$ cat config.mk
export PLATFORM = sky130hd
export DESIGN_NAME = preemptive_priority_scheduler_unit_flat
export DESIGN_NICKNAME = d
export VERILOG_FILES = /design/src/rtl/ppsu_pkg.sv /design/src/rtl/ppsu_if.sv /design/src/rtl/ppsu_cmp.sv /design/src/rtl/ppsu_ctrl.sv /design/src/rtl/preemptive_priority_scheduler_unit.sv /design/src/flat_wrapper.sv
export SDC_FILE = /design/constraint.sdc
export NUM_CORES = 1
export LEC_CHECK = 0
export BUFFER_PORTS_ARGS = -buffer_cell sky130_fd_sc_hd__buf_4
export CAP_MARGIN = 40
export CORE_MARGIN = 2
export CORE_UTILIZATION = 60
export CTS_BUF_LIST = sky130_fd_sc_hd__clkbuf_2
export DETAILED_ROUTE_END_ITERATION = 8
export PLACE_DENSITY = 0.78
export SLEW_MARGIN = 10
export SYNTH_ARGS = -nofsm -noshare
export SYNTH_HDL_FRONTEND = slang
export SYNTH_SLANG_ARGS = --single-unit
$ cat constraint.sdc
create_clock -name clk -period 17.4 [get_ports clk]
set_input_delay 2.61 -clock clk [delete_from_list [all_inputs] [get_ports clk]]
set_output_delay 2.61 -clock clk [all_outputs]
set_load 0.1 [all_outputs]
$ cat src/rtl/ppsu_pkg.sv
// ---------------------------------------------------------------------------
// Preemptive priority scheduler package
// Item layouts, slot entry layout, sequencer states and control groups.
// ---------------------------------------------------------------------------
package ppsu_pkg;

	localparam int TIME_W = 16;
	localparam int PRIO_W = 8;
	localparam int ACC_W  = 32;

	localparam logic [ACC_W-1:0] ACC_MAX = '1;

	// Request kinds
	localparam logic REQ_LOAD = 1'b0;
	localparam logic REQ_TICK = 1'b1;

	typedef struct packed {
		logic              req_type;
		logic [2:0]        slot;
		logic [TIME_W-1:0] arrival_time;
		logic [TIME_W-1:0] burst_length;
		logic [PRIO_W-1:0] prio_level;
	} req_t;

	typedef struct packed {
		logic             idle;
		logic [2:0]       run_slot;
		logic             finished;
		logic [ACC_W-1:0] completion_time;
		logic [ACC_W-1:0] turnaround_time;
		logic [ACC_W-1:0] waiting_time;
		logic [ACC_W-1:0] sum_waiting;
		logic [ACC_W-1:0] sum_turnaround;
		logic             all_done;
	} rsp_t;

	typedef struct packed {
		logic [TIME_W-1:0] arrival;
		logic [TIME_W-1:0] burst;
		logic [TIME_W-1:0] remaining;
		logic [PRIO_W-1:0] prio;
	} slot_entry_t;

	typedef enum logic [2:0] {
		ST_IDLE,
		ST_SCAN,
		ST_DRAIN,
		ST_EXEC,
		ST_TURN,
		ST_WAIT,
		ST_SUM,
		ST_OUT
	} state_t;

	// Status from the datapath to the sequencer
	typedef struct packed {
		logic req_valid;
		logic req_tick;
		logic found;
		logic last_unit;
		logic out_free;
	} stat_t;

	// Strobes from the sequencer to the datapath
	typedef struct packed {
		logic in_ready;
		logic scan;
		logic exec;
		logic turn;
		logic calc_wait;
		logic sum;
		logic out_load;
	} ctrl_t;

endpackage

$ cat src/rtl/ppsu_if.sv
// ---------------------------------------------------------------------------
// Preemptive priority scheduler channels
// Valid/ready channels for request items and result items.
// ---------------------------------------------------------------------------
interface ppsu_req_if;
	import ppsu_pkg::*;

	logic valid;
	logic ready;
	req_t data;

	modport source (output valid, output data, input ready);
	modport sink (input valid, input data, output ready);
endinterface

interface ppsu_rsp_if;
	import ppsu_pkg::*;

	logic valid;
	logic ready;
	rsp_t data;

	modport source (output valid, output data, input ready);
	modport sink (input valid, input data, output ready);
endinterface

$ cat src/rtl/ppsu_cmp.sv
// ---------------------------------------------------------------------------
// Preemptive priority scheduler candidate comparator
// Shared compare unit: tests one slot per cycle against the best so far.
// ---------------------------------------------------------------------------
module ppsu_cmp (
	input  logic                        cand_valid,
	input  logic [ppsu_pkg::TIME_W-1:0] cand_arr,
	input  logic [ppsu_pkg::PRIO_W-1:0] cand_prio,
	input  logic [ppsu_pkg::ACC_W-1:0]  now,
	input  logic                        best_found,
	input  logic [ppsu_pkg::TIME_W-1:0] best_arr,
	input  logic [ppsu_pkg::PRIO_W-1:0] best_prio,
	output logic                        take
);
	import ppsu_pkg::*;

	logic eligible;
	logic better;

	// Slot has work and has arrived by the current time
	assign eligible = cand_valid && ({{(ACC_W-TIME_W){1'b0}}, cand_arr} <= now);

	// Lower priority number wins, then earlier arrival; later index never wins a tie
	assign better = !best_found || (cand_prio < best_prio) ||
		((cand_prio == best_prio) && (cand_arr < best_arr));

	assign take = eligible && better;
endmodule

$ cat src/rtl/ppsu_ctrl.sv
// ---------------------------------------------------------------------------
// Preemptive priority scheduler sequencer
// Steps a tick: scan, update, timing arithmetic when a task ends, result hand-off.
// ---------------------------------------------------------------------------
module ppsu_ctrl #(
	parameter int NUM_SLOTS = 8
) (
	input  logic                         clk,
	input  logic                         arst_n,
	input  ppsu_pkg::stat_t              st,
	output ppsu_pkg::ctrl_t              ctl,
	output logic [$clog2(NUM_SLOTS)-1:0] scan_idx
);
	import ppsu_pkg::*;

	localparam int IW = $clog2(NUM_SLOTS);
	localparam logic [IW-1:0] LAST_IDX = IW'(NUM_SLOTS - 1);

	state_t        state_q;
	state_t        state_d;
	logic [IW-1:0] idx_q;
	logic          scan_last;

	assign scan_last = (idx_q == LAST_IDX);
	assign scan_idx  = idx_q;

	// Next state
	always_comb begin
		state_d = state_q;
		unique case (state_q)
			ST_IDLE: begin
				if (st.req_valid && st.req_tick) state_d = ST_SCAN;
			end
			ST_SCAN: begin
				if (scan_last) state_d = ST_DRAIN;
			end
			ST_DRAIN: state_d = ST_EXEC;
			ST_EXEC: begin
				if (st.found && st.last_unit) state_d = ST_TURN;
				else state_d = ST_OUT;
			end
			ST_TURN: state_d = ST_WAIT;
			ST_WAIT: state_d = ST_SUM;
			ST_SUM:  state_d = ST_OUT;
			ST_OUT: begin
				if (st.out_free) state_d = ST_IDLE;
			end
			default: state_d = ST_IDLE;
		endcase
	end

	// Strobes
	always_comb begin
		ctl           = '0;
		ctl.in_ready  = (state_q == ST_IDLE);
		ctl.scan      = (state_q == ST_SCAN);
		ctl.exec      = (state_q == ST_EXEC);
		ctl.turn      = (state_q == ST_TURN);
		ctl.calc_wait = (state_q == ST_WAIT);
		ctl.sum       = (state_q == ST_SUM);
		ctl.out_load  = (state_q == ST_OUT) && st.out_free;
	end

	// State and slot counter
	always_ff @(posedge clk or negedge arst_n) begin
		if (!arst_n) begin
			state_q <= ST_IDLE;
			idx_q   <= '0;
		end else begin
			state_q <= state_d;
			if (state_q == ST_SCAN) begin
				idx_q <= scan_last ? '0 : idx_q + IW'(1);
			end
		end
	end
endmodule

$ cat src/rtl/preemptive_priority_scheduler_unit.sv
// Load item: written to slot memory on acceptance, ready again on the next cycle.
// Tick item: slot scan, drain and update, then turnaround, waiting and sums when a task
// finishes, and result hand-off; one slot per cycle goes through the shared comparator.
// One item in flight; ready returns once the result sits in the output register.
// Reset clears time, totals, slot busy bits and the sequencer; slot memory is not swept.
// ---------------------------------------------------------------------------
// Preemptive priority scheduler unit
// Slot table in a small memory, scanned per tick to pick the task to run.
// ---------------------------------------------------------------------------
module preemptive_priority_scheduler_unit #(
	parameter int NUM_SLOTS = 8
) (
	input logic         clk,
	input logic         arst_n,
	ppsu_req_if.sink    req,
	ppsu_rsp_if.source  rsp
);
	import ppsu_pkg::*;

	localparam int IW = $clog2(NUM_SLOTS);
	localparam int CW = $clog2(NUM_SLOTS + 1);

	ctrl_t ctl;
	stat_t st;
	logic [IW-1:0] scan_idx;

	slot_entry_t mem [NUM_SLOTS];
	slot_entry_t rd_data_s1;
	logic        rd_valid_s1;
	logic [IW-1:0] rd_idx_s1;

	logic [NUM_SLOTS-1:0] active_q;
	logic [CW-1:0]        busy_cnt_q;
	logic [ACC_W-1:0]     now_q;
	logic [ACC_W-1:0]     acc_wait_q;
	logic [ACC_W-1:0]     acc_turn_q;

	logic              best_found_q;
	logic [IW-1:0]     best_idx_q;
	logic [TIME_W-1:0] best_arr_q;
	logic [TIME_W-1:0] best_burst_q;
	logic [TIME_W-1:0] best_rem_q;
	logic [PRIO_W-1:0] best_prio_q;

	rsp_t res_q;
	rsp_t out_q;
	logic out_valid_q;

	logic          in_acc;
	logic          tick_acc;
	logic          load_acc;
	logic [IW-1:0] load_addr;
	logic          load_busy;
	logic          take;
	logic          finish_now;
	logic [ACC_W:0] wait_diff;
	logic [ACC_W:0] wait_sum;
	logic [ACC_W:0] turn_sum;

	// Accept decode
	assign in_acc    = req.valid && ctl.in_ready;
	assign tick_acc  = in_acc && (req.data.req_type == REQ_TICK);
	assign load_acc  = in_acc && (req.data.req_type == REQ_LOAD) &&
		(int'(req.data.slot) < NUM_SLOTS);
	assign load_addr = IW'(req.data.slot);
	assign load_busy = (req.data.burst_length != '0);

	assign finish_now = ctl.exec && best_found_q && (best_rem_q == TIME_W'(1));

	// Status to the sequencer
	assign st.req_valid = req.valid;
	assign st.req_tick  = (req.data.req_type == REQ_TICK);
	assign st.found     = best_found_q;
	assign st.last_unit = (best_rem_q == TIME_W'(1));
	assign st.out_free  = !out_valid_q || rsp.ready;

	ppsu_ctrl #(
		.NUM_SLOTS (NUM_SLOTS)
	) u_ctrl (
		.clk      (clk),
		.arst_n   (arst_n),
		.st       (st),
		.ctl      (ctl),
		.scan_idx (scan_idx)
	);

	ppsu_cmp u_cmp (
		.cand_valid (rd_valid_s1 && active_q[rd_idx_s1]),
		.cand_arr   (rd_data_s1.arrival),
		.cand_prio  (rd_data_s1.prio),
		.now        (now_q),
		.best_found (best_found_q),
		.best_arr   (best_arr_q),
		.best_prio  (best_prio_q),
		.take       (take)
	);

	// Slot memory: one write port, one registered read port for the scan
	always_ff @(posedge clk) begin
		if (load_acc) begin
			mem[load_addr] <= '{arrival:   req.data.arrival_time,
			                    burst:     req.data.burst_length,
			                    remaining: req.data.burst_length,
			                    prio:      req.data.prio_level};
		end else if (ctl.exec && best_found_q) begin
			mem[best_idx_q] <= '{arrival:   best_arr_q,
			                     burst:     best_burst_q,
			                     remaining: best_rem_q - TIME_W'(1),
			                     prio:      best_prio_q};
		end
		if (ctl.scan) begin
			rd_data_s1 <= mem[scan_idx];
		end
	end

	// Timing arithmetic: waiting-time difference, and both totals summed in one step
	assign wait_diff = {1'b0, res_q.turnaround_time} - {{(ACC_W-TIME_W+1){1'b0}}, best_burst_q};
	assign wait_sum  = {1'b0, acc_wait_q} + {1'b0, res_q.waiting_time};
	assign turn_sum  = {1'b0, acc_turn_q} + {1'b0, res_q.turnaround_time};

	// Control state: busy bits, time, totals, scan tracking, output valid
	always_ff @(posedge clk or negedge arst_n) begin
		if (!arst_n) begin
			active_q     <= '0;
			busy_cnt_q   <= '0;
			now_q        <= '0;
			acc_wait_q   <= '0;
			acc_turn_q   <= '0;
			best_found_q <= 1'b0;
			rd_valid_s1  <= 1'b0;
			out_valid_q  <= 1'b0;
		end else begin
			rd_valid_s1 <= ctl.scan;

			// Track busy slots and their count
			priority if (load_acc) begin
				active_q[load_addr] <= load_busy;
				if (load_busy && !active_q[load_addr]) begin
					busy_cnt_q <= busy_cnt_q + CW'(1);
				end else if (!load_busy && active_q[load_addr]) begin
					busy_cnt_q <= busy_cnt_q - CW'(1);
				end
			end else if (finish_now) begin
				active_q[best_idx_q] <= 1'b0;
				busy_cnt_q           <= busy_cnt_q - CW'(1);
			end

			// Restart the search on each tick
			if (tick_acc) begin
				best_found_q <= 1'b0;
			end else if (take) begin
				best_found_q <= 1'b1;
			end

			// Advance time, holding at the top
			if (ctl.exec && (now_q != ACC_MAX)) begin
				now_q <= now_q + ACC_W'(1);
			end

			// Saturating totals
			if (ctl.sum) begin
				acc_wait_q <= wait_sum[ACC_W] ? ACC_MAX : wait_sum[ACC_W-1:0];
				acc_turn_q <= turn_sum[ACC_W] ? ACC_MAX : turn_sum[ACC_W-1:0];
			end

			if (ctl.out_load) begin
				out_valid_q <= 1'b1;
			end else if (rsp.ready) begin
				out_valid_q <= 1'b0;
			end
		end
	end

	// Payload: best candidate, result fields, output register
	always_ff @(posedge clk) begin
		rd_idx_s1 <= scan_idx;

		if (take) begin
			best_idx_q   <= rd_idx_s1;
			best_arr_q   <= rd_data_s1.arrival;
			best_burst_q <= rd_data_s1.burst;
			best_rem_q   <= rd_data_s1.remaining;
			best_prio_q  <= rd_data_s1.prio;
		end

		if (ctl.exec) begin
			res_q.idle            <= !best_found_q;
			res_q.run_slot        <= best_found_q ? 3'(best_idx_q) : 3'd0;
			res_q.finished        <= finish_now;
			res_q.completion_time <= '0;
			res_q.turnaround_time <= '0;
			res_q.waiting_time    <= '0;
		end
		if (ctl.turn) begin
			res_q.completion_time <= now_q;
			res_q.turnaround_time <= now_q - {{(ACC_W-TIME_W){1'b0}}, best_arr_q};
		end
		if (ctl.calc_wait) begin
			res_q.waiting_time <= wait_diff[ACC_W] ? '0 : wait_diff[ACC_W-1:0];
		end

		if (ctl.out_load) begin
			out_q <= '{idle:            res_q.idle,
			           run_slot:        res_q.run_slot,
			           finished:        res_q.finished,
			           completion_time: res_q.completion_time,
			           turnaround_time: res_q.turnaround_time,
			           waiting_time:    res_q.waiting_time,
			           sum_waiting:     acc_wait_q,
			           sum_turnaround:  acc_turn_q,
			           all_done:        (busy_cnt_q == '0)};
		end
	end

	assign req.ready = ctl.in_ready;
	assign rsp.valid = out_valid_q;
	assign rsp.data  = out_q;
endmodule

$ cat src/flat_wrapper.sv
// flat-port wrapper written by rule: the top's interface ports become plain ports
module preemptive_priority_scheduler_unit_flat import ppsu_pkg::*;
#(
	parameter int NUM_SLOTS = 8
)
  (clk, arst_n, req_valid, req_data, req_ready, rsp_valid, rsp_data, rsp_ready);
  ppsu_req_if req_i ();
  ppsu_rsp_if rsp_i ();
  input logic clk;
  input logic arst_n;
  input wire logic [$bits(req_i.valid)-1:0] req_valid;
  input wire logic [$bits(req_i.data)-1:0] req_data;
  output wire logic [$bits(req_i.ready)-1:0] req_ready;
  output wire logic [$bits(rsp_i.valid)-1:0] rsp_valid;
  output wire logic [$bits(rsp_i.data)-1:0] rsp_data;
  input wire logic [$bits(rsp_i.ready)-1:0] rsp_ready;
  assign req_i.valid = req_valid;
  assign req_i.data = req_data;
  assign req_ready = req_i.ready;
  assign rsp_valid = rsp_i.valid;
  assign rsp_data = rsp_i.data;
  assign rsp_i.ready = rsp_ready;
  preemptive_priority_scheduler_unit #(.NUM_SLOTS(NUM_SLOTS)) u_core (.clk(clk), .arst_n(arst_n), .req(req_i), .rsp(rsp_i));
endmodule
Word-level counts from Yosys, hierarchy flattened --
Memory sizes are Yosys's and may differ from the RTL's. A register that Yosys moved wholly into a read port is not among the register bits. Index checks and enable logic that the tools add are counted.
Word-level totals: word-level logic and storage cells 141, bits in writable memories 448, input bits 48, register bits 446, memories kept 1
Cells by class: equal/unequal tests 15, bitwise logic cells 3, reductions and logical operators 35, multiplexer cells 39, add/subtract/negate cells 9, $lt $le $gt $ge 8
Memories:
- u_core.mem | depth 8, width 56, read ports 1, clocked after memory_dff 1, wr ports 1, RTL line preemptive_priority_scheduler_unit.sv:27 | slot_entry_t mem [NUM_SLOTS];
Operators with widths (count):
- $mux W32 | 4
- $mux W96 | 1
- $add A32 B32 Y33 | 2
- $mux W64 | 1
- $mux W56 | 1
- $reduce_or A56 Y1 | 1
- $sub A32 B16 Y33 | 1
- $add A32 B1 Y32 const B | 1
- $le A16 B32 Y1 | 1
- $ne A32 B32 Y1 const B | 1
- $sub A32 B16 Y32 | 1
- $pmux W3 S8 | 1
- $logic_and A1 B1 Y1 | 17
- $eq A16 B1 Y1 const B | 1
- $lt A16 B16 Y1 | 1
- $mux W4 | 4
- $mux W8 | 2
- $reduce_bool A16 Y1 | 1
- $sub A16 B1 Y16 const B | 1
- $eq A3 B3 Y1 const B | 5
- $mux W3 | 5
- $mux W1 | 14
- $lt A3 B4 Y1 const B | 3
- $reduce_bool A2 Y1 | 5
- other kinds (24) | 34

Longest topological paths before layout --
Gate-level depths: netlist (run 1).
word-level depth 8, mapped depth 12, depth with buffers taken out 11

Hierarchy --
Synthesis (run 1) repeated with hierarchy kept, for this count alone.
Unflattened totals: cells, all modules 2697, area, all modules 41322.1 um2
Modules (own cells, without submodules):
- preemptive_priority_scheduler_unit | cells an instance 2515, instances 1, sequential area each 27761.6 um2, area an instance 39868.2 um2
- ppsu_cmp | cells an instance 145, instances 1, sequential area each 0.0 um2, area an instance 1071.0 um2
- ppsu_ctrl | cells an instance 37, instances 1, sequential area each 150.1 um2, area an instance 382.9 um2

Least setup slack after synthesis (run 1) --
No wires, ideal clock.
path kind in2reg, start in rsp_ready, end reg u_core.out_q, in the netlist u_core.rsp.data[0] (enable), stages 2, required time 16.704 ns, setup slack 7.105 ns, arrival time 9.598 ns, buffers on the path 0, cell sequence nor2b_1 -> nor2_1
RTL lines:
- start, declared | RTL line flat_wrapper.sv:16 | input wire logic [$bits(rsp_i.ready)-1:0] rsp_ready;
- end signal, assigned | RTL line preemptive_priority_scheduler_unit.sv:203 | out_q <= '{idle: res_q.idle,
- end, declared | RTL line preemptive_priority_scheduler_unit.sv:46 | rsp_t out_q;

Worst setup path in the final report (run 1) --
start reg u_core.u_ctrl.state_q[2], end out req_ready
Between the ends: cells in the longest elaborated chain, start to end 1
RTL lines:
- start, declared | RTL line ppsu_ctrl.sv:19 | state_t state_q;
- start signal, assigned | RTL line ppsu_ctrl.sv:70 | state_q <= state_d;
- $logic_not A3 Y1 | RTL line ppsu_ctrl.sv:55 | ctl.in_ready = (state_q == ST_IDLE);
- end, declared | RTL line flat_wrapper.sv:13 | output wire logic [$bits(req_i.ready)-1:0] req_ready;
Every way passes these cells.

==> flow_summary.yaml, run 1 <==
placement:
  dp_hpwl_um: 62700
  place.port_buffers: 215
  post-place-cells: 3734
  gp_congestion: 0.939
grt:
  grt_pass1_vias: 25800
  grtUsageMet2_pct: 43.6
  overflow: 0
  grt_max_degree: 71
  grtUsageMet1_pct: 35.9
  grtUsageTotal_pct: 27.0
  grt_pass1_wl_um: 145000
  busiest_layer: "met2"
  groute.layer.met3.usage_pct: 6.11
  antenna_found_initial: 6
sta:
  worst_slew_pin_slew_ns: 0.908
  skew_ns: 0.119
  slew_headroom_pct: 38.8
  rsz0062_at_grt: "no"
  finalSetupTns_ns: 0
  max_freq_mhz: 183
  setup_viol: 0
  final-hold-violation-count: 0
  post-route-period-util_pct: 31.4
  whs_ns: 0.374
  slew_viol_final: 0
  finalCriticalPeriod_ns: 5.47
clock_tree:
  postCtsSetupRepairBufs: 0
  h-tree-depth: 4
  ctsHoldBuffers: 0
  cts_made_buffers: 223
  post_cts_resized: 0
  clk_latency_ns: 1.46
  cts_tree: "done"
  cts.sinks: 950
  cts.clk_slew.worst_paths_ns: 0.11
  clockRootBuffer: "clkbuf_2"
  cts.path.max_buffers: 3
synthesis:
  syn-num-nets: 2895
  postSynthAreaPerCell_um2: 15.3
  synth-seq-cells: 950
  syn_inst: 2700
  synthTopCellsByArea: "edfxtp_1 60%, dfrtp_1 7.1%, mux4_2 6.2%, ha_1 4.3%, mux2_2 2.0%"
  synthArstFlopShare_pct: 12.3
  yosysWarnings: 0
  synth_area_um2: 41300
  synthFlopType: "edfxtp_1"
  yosys.area.top_type: "edfxtp_1"
  seq_area_frac_synth_pct: 67.7
  synth_cell_types: 82
  synthDominantCellAreaShare_pct: 60.4
  yosysMostFrequentCell: "edfxtp_1"
  ys_top_cells_by_count: "830 x edfxtp_1, 174 x nor2_1, 143 x ha_1, 137 x a21oi_1, 136 x nand2_1"
  synth_edf_count: 830
min_path:
  hold_path_class: "register to register"
final_layout:
  stdcell_count: 4145
  syn_to_final_growth_pct: 12.0
  fin_nets: 3275
  nFillCells: 4627
  drive_gt1_share_pct: 25.7
power:
  clkPwrFrac_pct: 16.5
  powerDensity_nw_per_um2: 185
  switching_share_pct: 42.7
  peakVddDrop_mv: 0.142
  p_seq_share_pct: 40.7
  p_int_w: 0.00490
  power_switching_w: 0.00366
  power_frac_comb_pct: 42.8
  power.leakage_nw: 17.1
route:
  drtIter0Drc: 2368
  viasPerCell: 6.10
  routedWlPerCell_um: 22.7
  first_pass_iters: 8
  drc: 0
  vias: 25300
  wl_um: 94100
  drtAntennaViolNets: 0
floorplan:
  die_h_um: 266
  core.rowCount: 96
  ios: 216
  die_x_um: 266
  core_area_um2: 68300
  initial_core_util_pct: 60.4
  die_area_um2: 70900
setup_path:
  crit_arrival_ns: 2.86
  startpoint_type: "register"
  crit_required_ns: 14.79
  crit_fanout: 15
  cp-end-kind: "output pin"
  critical_path_class: "register to output pin"
run_status:
  status: "completed"
job:
  drv_cap: 0
==> kinds of logic after synthesis <==
| family | after synthesis | synth area share, % |
|---|---|---|
| xor+xnor | 118 | 2.51 |
| fa+ha+maj | 147 | 4.53 |
| mux | 192 | 8.34 |
| flops | 950 | 67.7 |
| compound gates | 511 | 8.07 |
| buf+inv | 199 | 1.90 |
| simple gates | 583 | 7.00 |
==> stage by stage <==
stage	setup WS (ns)	utilization (%)	area (um2)	power, W
6_report	11.93	67.6	46200	0.00856
5_1_grt	11.63	67.6	46200	0.00902
4_1_cts	11.73	67.6	46200	0.00860
3_5_place_dp	11.83	64.6	44100	0.00717
3_3_place_gp	11.86	64.3	43900	0.00704
2_1_floorplan	7.11	-	41300	0.00630
==> worst paths after layout <==
| kind | end | startpoint | cells past startpoint | slack [ns] |
|---|---|---|---|---|
| worst max-delay path | req_ready | u_core.u_ctrl.state_q[2]$_DFFE_PN0P_ | 2 | 11.93 |
| worst min-delay path | u_core.rsp.data[139]$_DFFE_PP_ | u_core.res_q[139]$_SDFFCE_PN0P_ | 0 | 0.37 |
| worst max register to register | u_core.best_rem_q[7]$_DFFE_PP_ | u_core.now_q[9]$_DFFE_PN0P_ | 11 | 13.13 |
| worst min register to register | u_core.rsp.data[139]$_DFFE_PP_ | u_core.res_q[139]$_SDFFCE_PN0P_ | 0 | 0.37 |
| max in group asynchronous | u_core.acc_wait_q[0]$_DFFE_PN0N_ | arst_n | 3 | 14.73 |
| min in group asynchronous | u_core.now_q[25]$_DFFE_PN0P_ | arst_n | 1 | 1.12 |
==> sequential cells by signal (all words and copies together), names as in the netlist, 32 cells and up <==
signal / cells
u_core.now_q: 32
u_core.rd_data_s1: 56
u_core.acc_wait_q: 32
u_core.mem: 448
u_core.res_q: 101
u_core.acc_turn_q: 32
u_core.rsp.data: 166
==> metal layers <==
metal	up-vias	share of wire, %
li1	11400	-
met1	12600	40
met2	1130	48
met3	223	8.0
met4	6	3.3
met5	-	0.046
==> power by group through the flow <==
stage	sequential, W	clock [W]	combinational (W)
2_1_floorplan	0.00432	0	0.00197
3_3_place_gp	0.00354	0	0.00351
3_5_place_dp	0.00353	0	0.00364
4_1_cts	0.00348	0.00146	0.00366
5_1_grt	0.00352	0.00157	0.00393
6_report	0.00348	0.00141	0.00367
==> critical path: stages (launching register included) <==
cell,delay [ns]
dfrtp_1,0.58
nor3_1,0.49
buf_4,0.40
==> layout by cell type (no fill, tap or decap), types with 15 or more instances in the layout <==
cell type | netlist | layout
and2_1 | 28 | 28
nand3_1 | 36 | 36
o211ai_1 | 16 | 16
ha_1 | 143 | 143
o21ai_0 | 125 | 122
a21oi_1 | 137 | 133
nor2b_1 | 19 | 19
nor4_1 | 15 | 15
a211oi_1 | 19 | 18
mux4_2 | 114 | 114
mux2_2 | 73 | 73
buf_4 | 0 | 241
nand4_1 | 23 | 23
xor2_1 | 41 | 41
a21o_1 | 62 | 61
o22a_1 | 33 | 33
clkinv_1 | 0 | 55
dfrtp_1 | 117 | 114
or4_1 | 22 | 22
o31ai_1 | 19 | 19
nor3_1 | 44 | 43
xnor2_1 | 77 | 77
inv_1 | 99 | 98
clkbuf_2 | 0 | 333
o21a_1 | 15 | 15
nand2_1 | 136 | 135
or3_1 | 24 | 24
edfxtp_1 | 830 | 830
nor2_1 | 174 | 172
==> final cells by class <==
class | count | area (um2) | area share (%)
sequential | 950 | 27900 | 60.4
tap | 882 | 1100 | 2.39
multi-input combinational | 1551 | 12700 | 27.5
timing repair buffer | 255 | 2040 | 4.42
clock inverter | 74 | 402 | 0.869
antenna | 1 | 2.50 | 0.00541
clock buffer | 333 | 1670 | 3.61
inverter | 99 | 373 | 0.807
Note: power is estimated with default switching activity, not from simulation.
==> inputs of run 2 (changes only) <==
- clock period: 17.4 -> 5.7 ns (I/O delays scaled with it)
==> run 2 against run 1 <==
  * Clock skew increased by 0.016 ns
  * Sequential cell count is the same
  * Worst setup slack worse by 10 ns
  * Global-route usage grew 0.39 points
  * Largest cell class unchanged
  * Register-to-register slack worse by 11 ns
  * Hold slack lost 0.22 ns
==> flow_summary.yaml, run 2 (synthesized netlist as in run 1, its figures left out) <==
clock_tree:
  h-tree-depth: 4
  post_cts_resized: 0
  cts.sinks: 950
  cts.path.max_buffers: 3
  cts.clk_slew.worst_paths_ns: 0.11
  postCtsSetupRepairBufs: 0
  cts_tree: "done"
  clk_latency_ns: 1.53
  clockRootBuffer: "clkbuf_2"
  cts_made_buffers: 222
  ctsHoldBuffers: 49
sta:
  post-route-period-util_pct: 69.8
  max_freq_mhz: 251
  worst_slew_pin_slew_ns: 0.922
  skew_ns: 0.134
  slew_viol_final: 0
  setup_viol: 0
  slew_headroom_pct: 37.9
  final-hold-violation-count: 0
  rsz0062_at_grt: "no"
  finalCriticalPeriod_ns: 3.98
  finalSetupTns_ns: 0
setup_path:
  crit_fanout: 27
  critical_path_class: "register to register"
  critPathMaxStageDelay_ns: 0.51
  crit_family: "compound AO/OA/AOI/OAI gates"
  startpoint_type: "register"
  worst_path_max_delay_cell: "o41ai_2"
  crit_arrival_ns: 5.31
  path_buf_inv: 1
  worstPathCellList: "ha_1 -> fa_1 -> a21o_1 -> a221o_1 -> o2111ai_1 -> a21oi_1 -> o41ai_2 -> o2111ai_2 -> buf_4 -> a2111oi_0 -> a211oi_1"
  crit_required_ns: 7.03
  cp-end-kind: "register"
floorplan:
  ios: 216
  initial_core_util_pct: 60.4
  die_h_um: 266
  die_x_um: 266
  die_area_um2: 70900
  core_area_um2: 68300
  core.rowCount: 96
power:
  peakVddDrop_mv: 0.429
  power.leakage_nw: 17.4
  p_seq_share_pct: 40.2
  switching_share_pct: 42.7
  clkPwrFrac_pct: 16.7
  p_total_w: 0.0263
  power_switching_w: 0.0112
  powerDensity_nw_per_um2: 560
  power_frac_comb_pct: 43.1
  p_int_w: 0.0150
run_status:
  status: "completed"
job:
  drv_cap: 0
final_layout:
  largest_register: "u_core.mem"
  syn_to_final_growth_pct: 13.8
  mostFrequentLayoutCells: "830 x edfxtp_1, 332 x clkbuf_2, 242 x buf_4, 172 x nor2_1, 143 x ha_1"
  fin_nets: 3329
  final_common_cell: "edfxtp_1"
  nFillCells: 4683
  largest_reg_flops: 448
  stdcell_count: 4217
  drive_gt1_share_pct: 25.4
route:
  first_pass_iters: 5
  viasPerCell: 6.07
  drtAntennaViolNets: 0
  drtIter0Drc: 2340
  wl_um: 95700
  vias: 25600
  drc: 0
  routedWlPerCell_um: 22.7
placement:
  post-place-cells: 3739
  gp_congestion: 0.950
  place.port_buffers: 215
  dp_hpwl_um: 62700
grt:
  grt_pass1_wl_um: 147000
  grt_max_degree: 80
  antenna_found_initial: 5
  grtUsageTotal_pct: 27.4
  overflow: 0
  grt_pass1_vias: 25900
min_path:
  hold_path_class: "primary input to register"
[run 2: changes by cell type in the layout (fill, tap and decap cells not counted), sizes merged]
| cell | previous run | this run |
|---|---|---|
| buf | 254 | 261 |
| bufinv | 1 | 2 |
| clkbuf | 333 | 332 |
| clkdlybuf4s15 | 1 | 0 |
| clkinv | 64 | 75 |
| diode | 1 | 9 |
| dlygate4sd3 | 0 | 49 |
| inv | 106 | 104 |
[run 2: area by class of cell]
| class | instances | area (um2) | share of cell area (%) |
|---|---|---|---|
| diodes | 9 | 22.5 | 0.0480 |
| clock buffers | 332 | 1660 | 3.54 |
| clock inverters | 84 | 448 | 0.955 |
| inverters | 99 | 373 | 0.795 |
| multi-input cells | 1551 | 12700 | 27.1 |
| flip-flops and latches | 950 | 27900 | 59.5 |
| well taps | 882 | 1100 | 2.35 |
| repair buffers | 310 | 2680 | 5.71 |
[run 2: worst min-delay path: cells and delay by family]
family / cells / cell delay [ns]
AOI/OAI and AO/OA: 1 / 0.31
buffers and inverters: 1 / 0.09
and+or+nand+nor: 1 / 0.13
[run 2: through the flow]
step | worst slack [ns] | utilization (%) | hold WS, ns | cell area, um2
floorplan | 0.150 | - | 0.369 | 41300
global placement | 1.89 | 64.3 | 0.400 | 44000
detailed placement | 1.78 | 64.7 | 0.405 | 44200
CTS | 1.80 | 68.6 | 0.00956 | 46900
global route | 1.55 | 68.6 | 0.0576 | 46900
finish | 1.72 | 68.7 | 0.153 | 46900
[run 2: path summary, 6_finish.rpt]
| path | from | end | slack, ns | cells after the start |
|---|---|---|---|---|
| hold / removal | req_data[13] | u_core.mem[4][29]$_DFFE_PP_ | 0.15 | 3 |
| setup reg to reg | u_core.res_q[65]$_SDFFCE_PP0P_ | u_core.acc_wait_q[19]$_DFFE_PN0N_ | 1.72 | 11 |
| setup / recovery | u_core.res_q[65]$_SDFFCE_PP0P_ | u_core.acc_wait_q[19]$_DFFE_PN0N_ | 1.72 | 11 |
| hold reg to reg | u_core.rd_data_s1[21]$_DFFE_PP_ | u_core.best_rem_q[13]$_DFFE_PP_ | 0.37 | 0 |
| min in group asynchronous | arst_n | u_core.now_q[24]$_DFFE_PN0P_ | 0.52 | 4 |
| max in group asynchronous | arst_n | u_core.acc_wait_q[1]$_DFFE_PN0N_ | 4.51 | 4 |
[run 2: power by group through the flow]
stage,Combinational (W),Clock (W),Sequential (W)
floorplan,0.00603,0,0.0131
global placement,0.0107,0,0.0108
detailed placement,0.0111,0,0.0108
CTS,0.0112,0.00451,0.0106
global route,0.0121,0.00485,0.0107
finish,0.0113,0.00439,0.0106
[run 2: routing by layer]
layer  GRT usage [%]  wire length [um]  share of wire [%]
met2            44.2             46300                 48
met4            10.2              2990                3.1
met3            6.22              7750                8.1
met1            36.9             38600                 40
met5               0                27              0.028
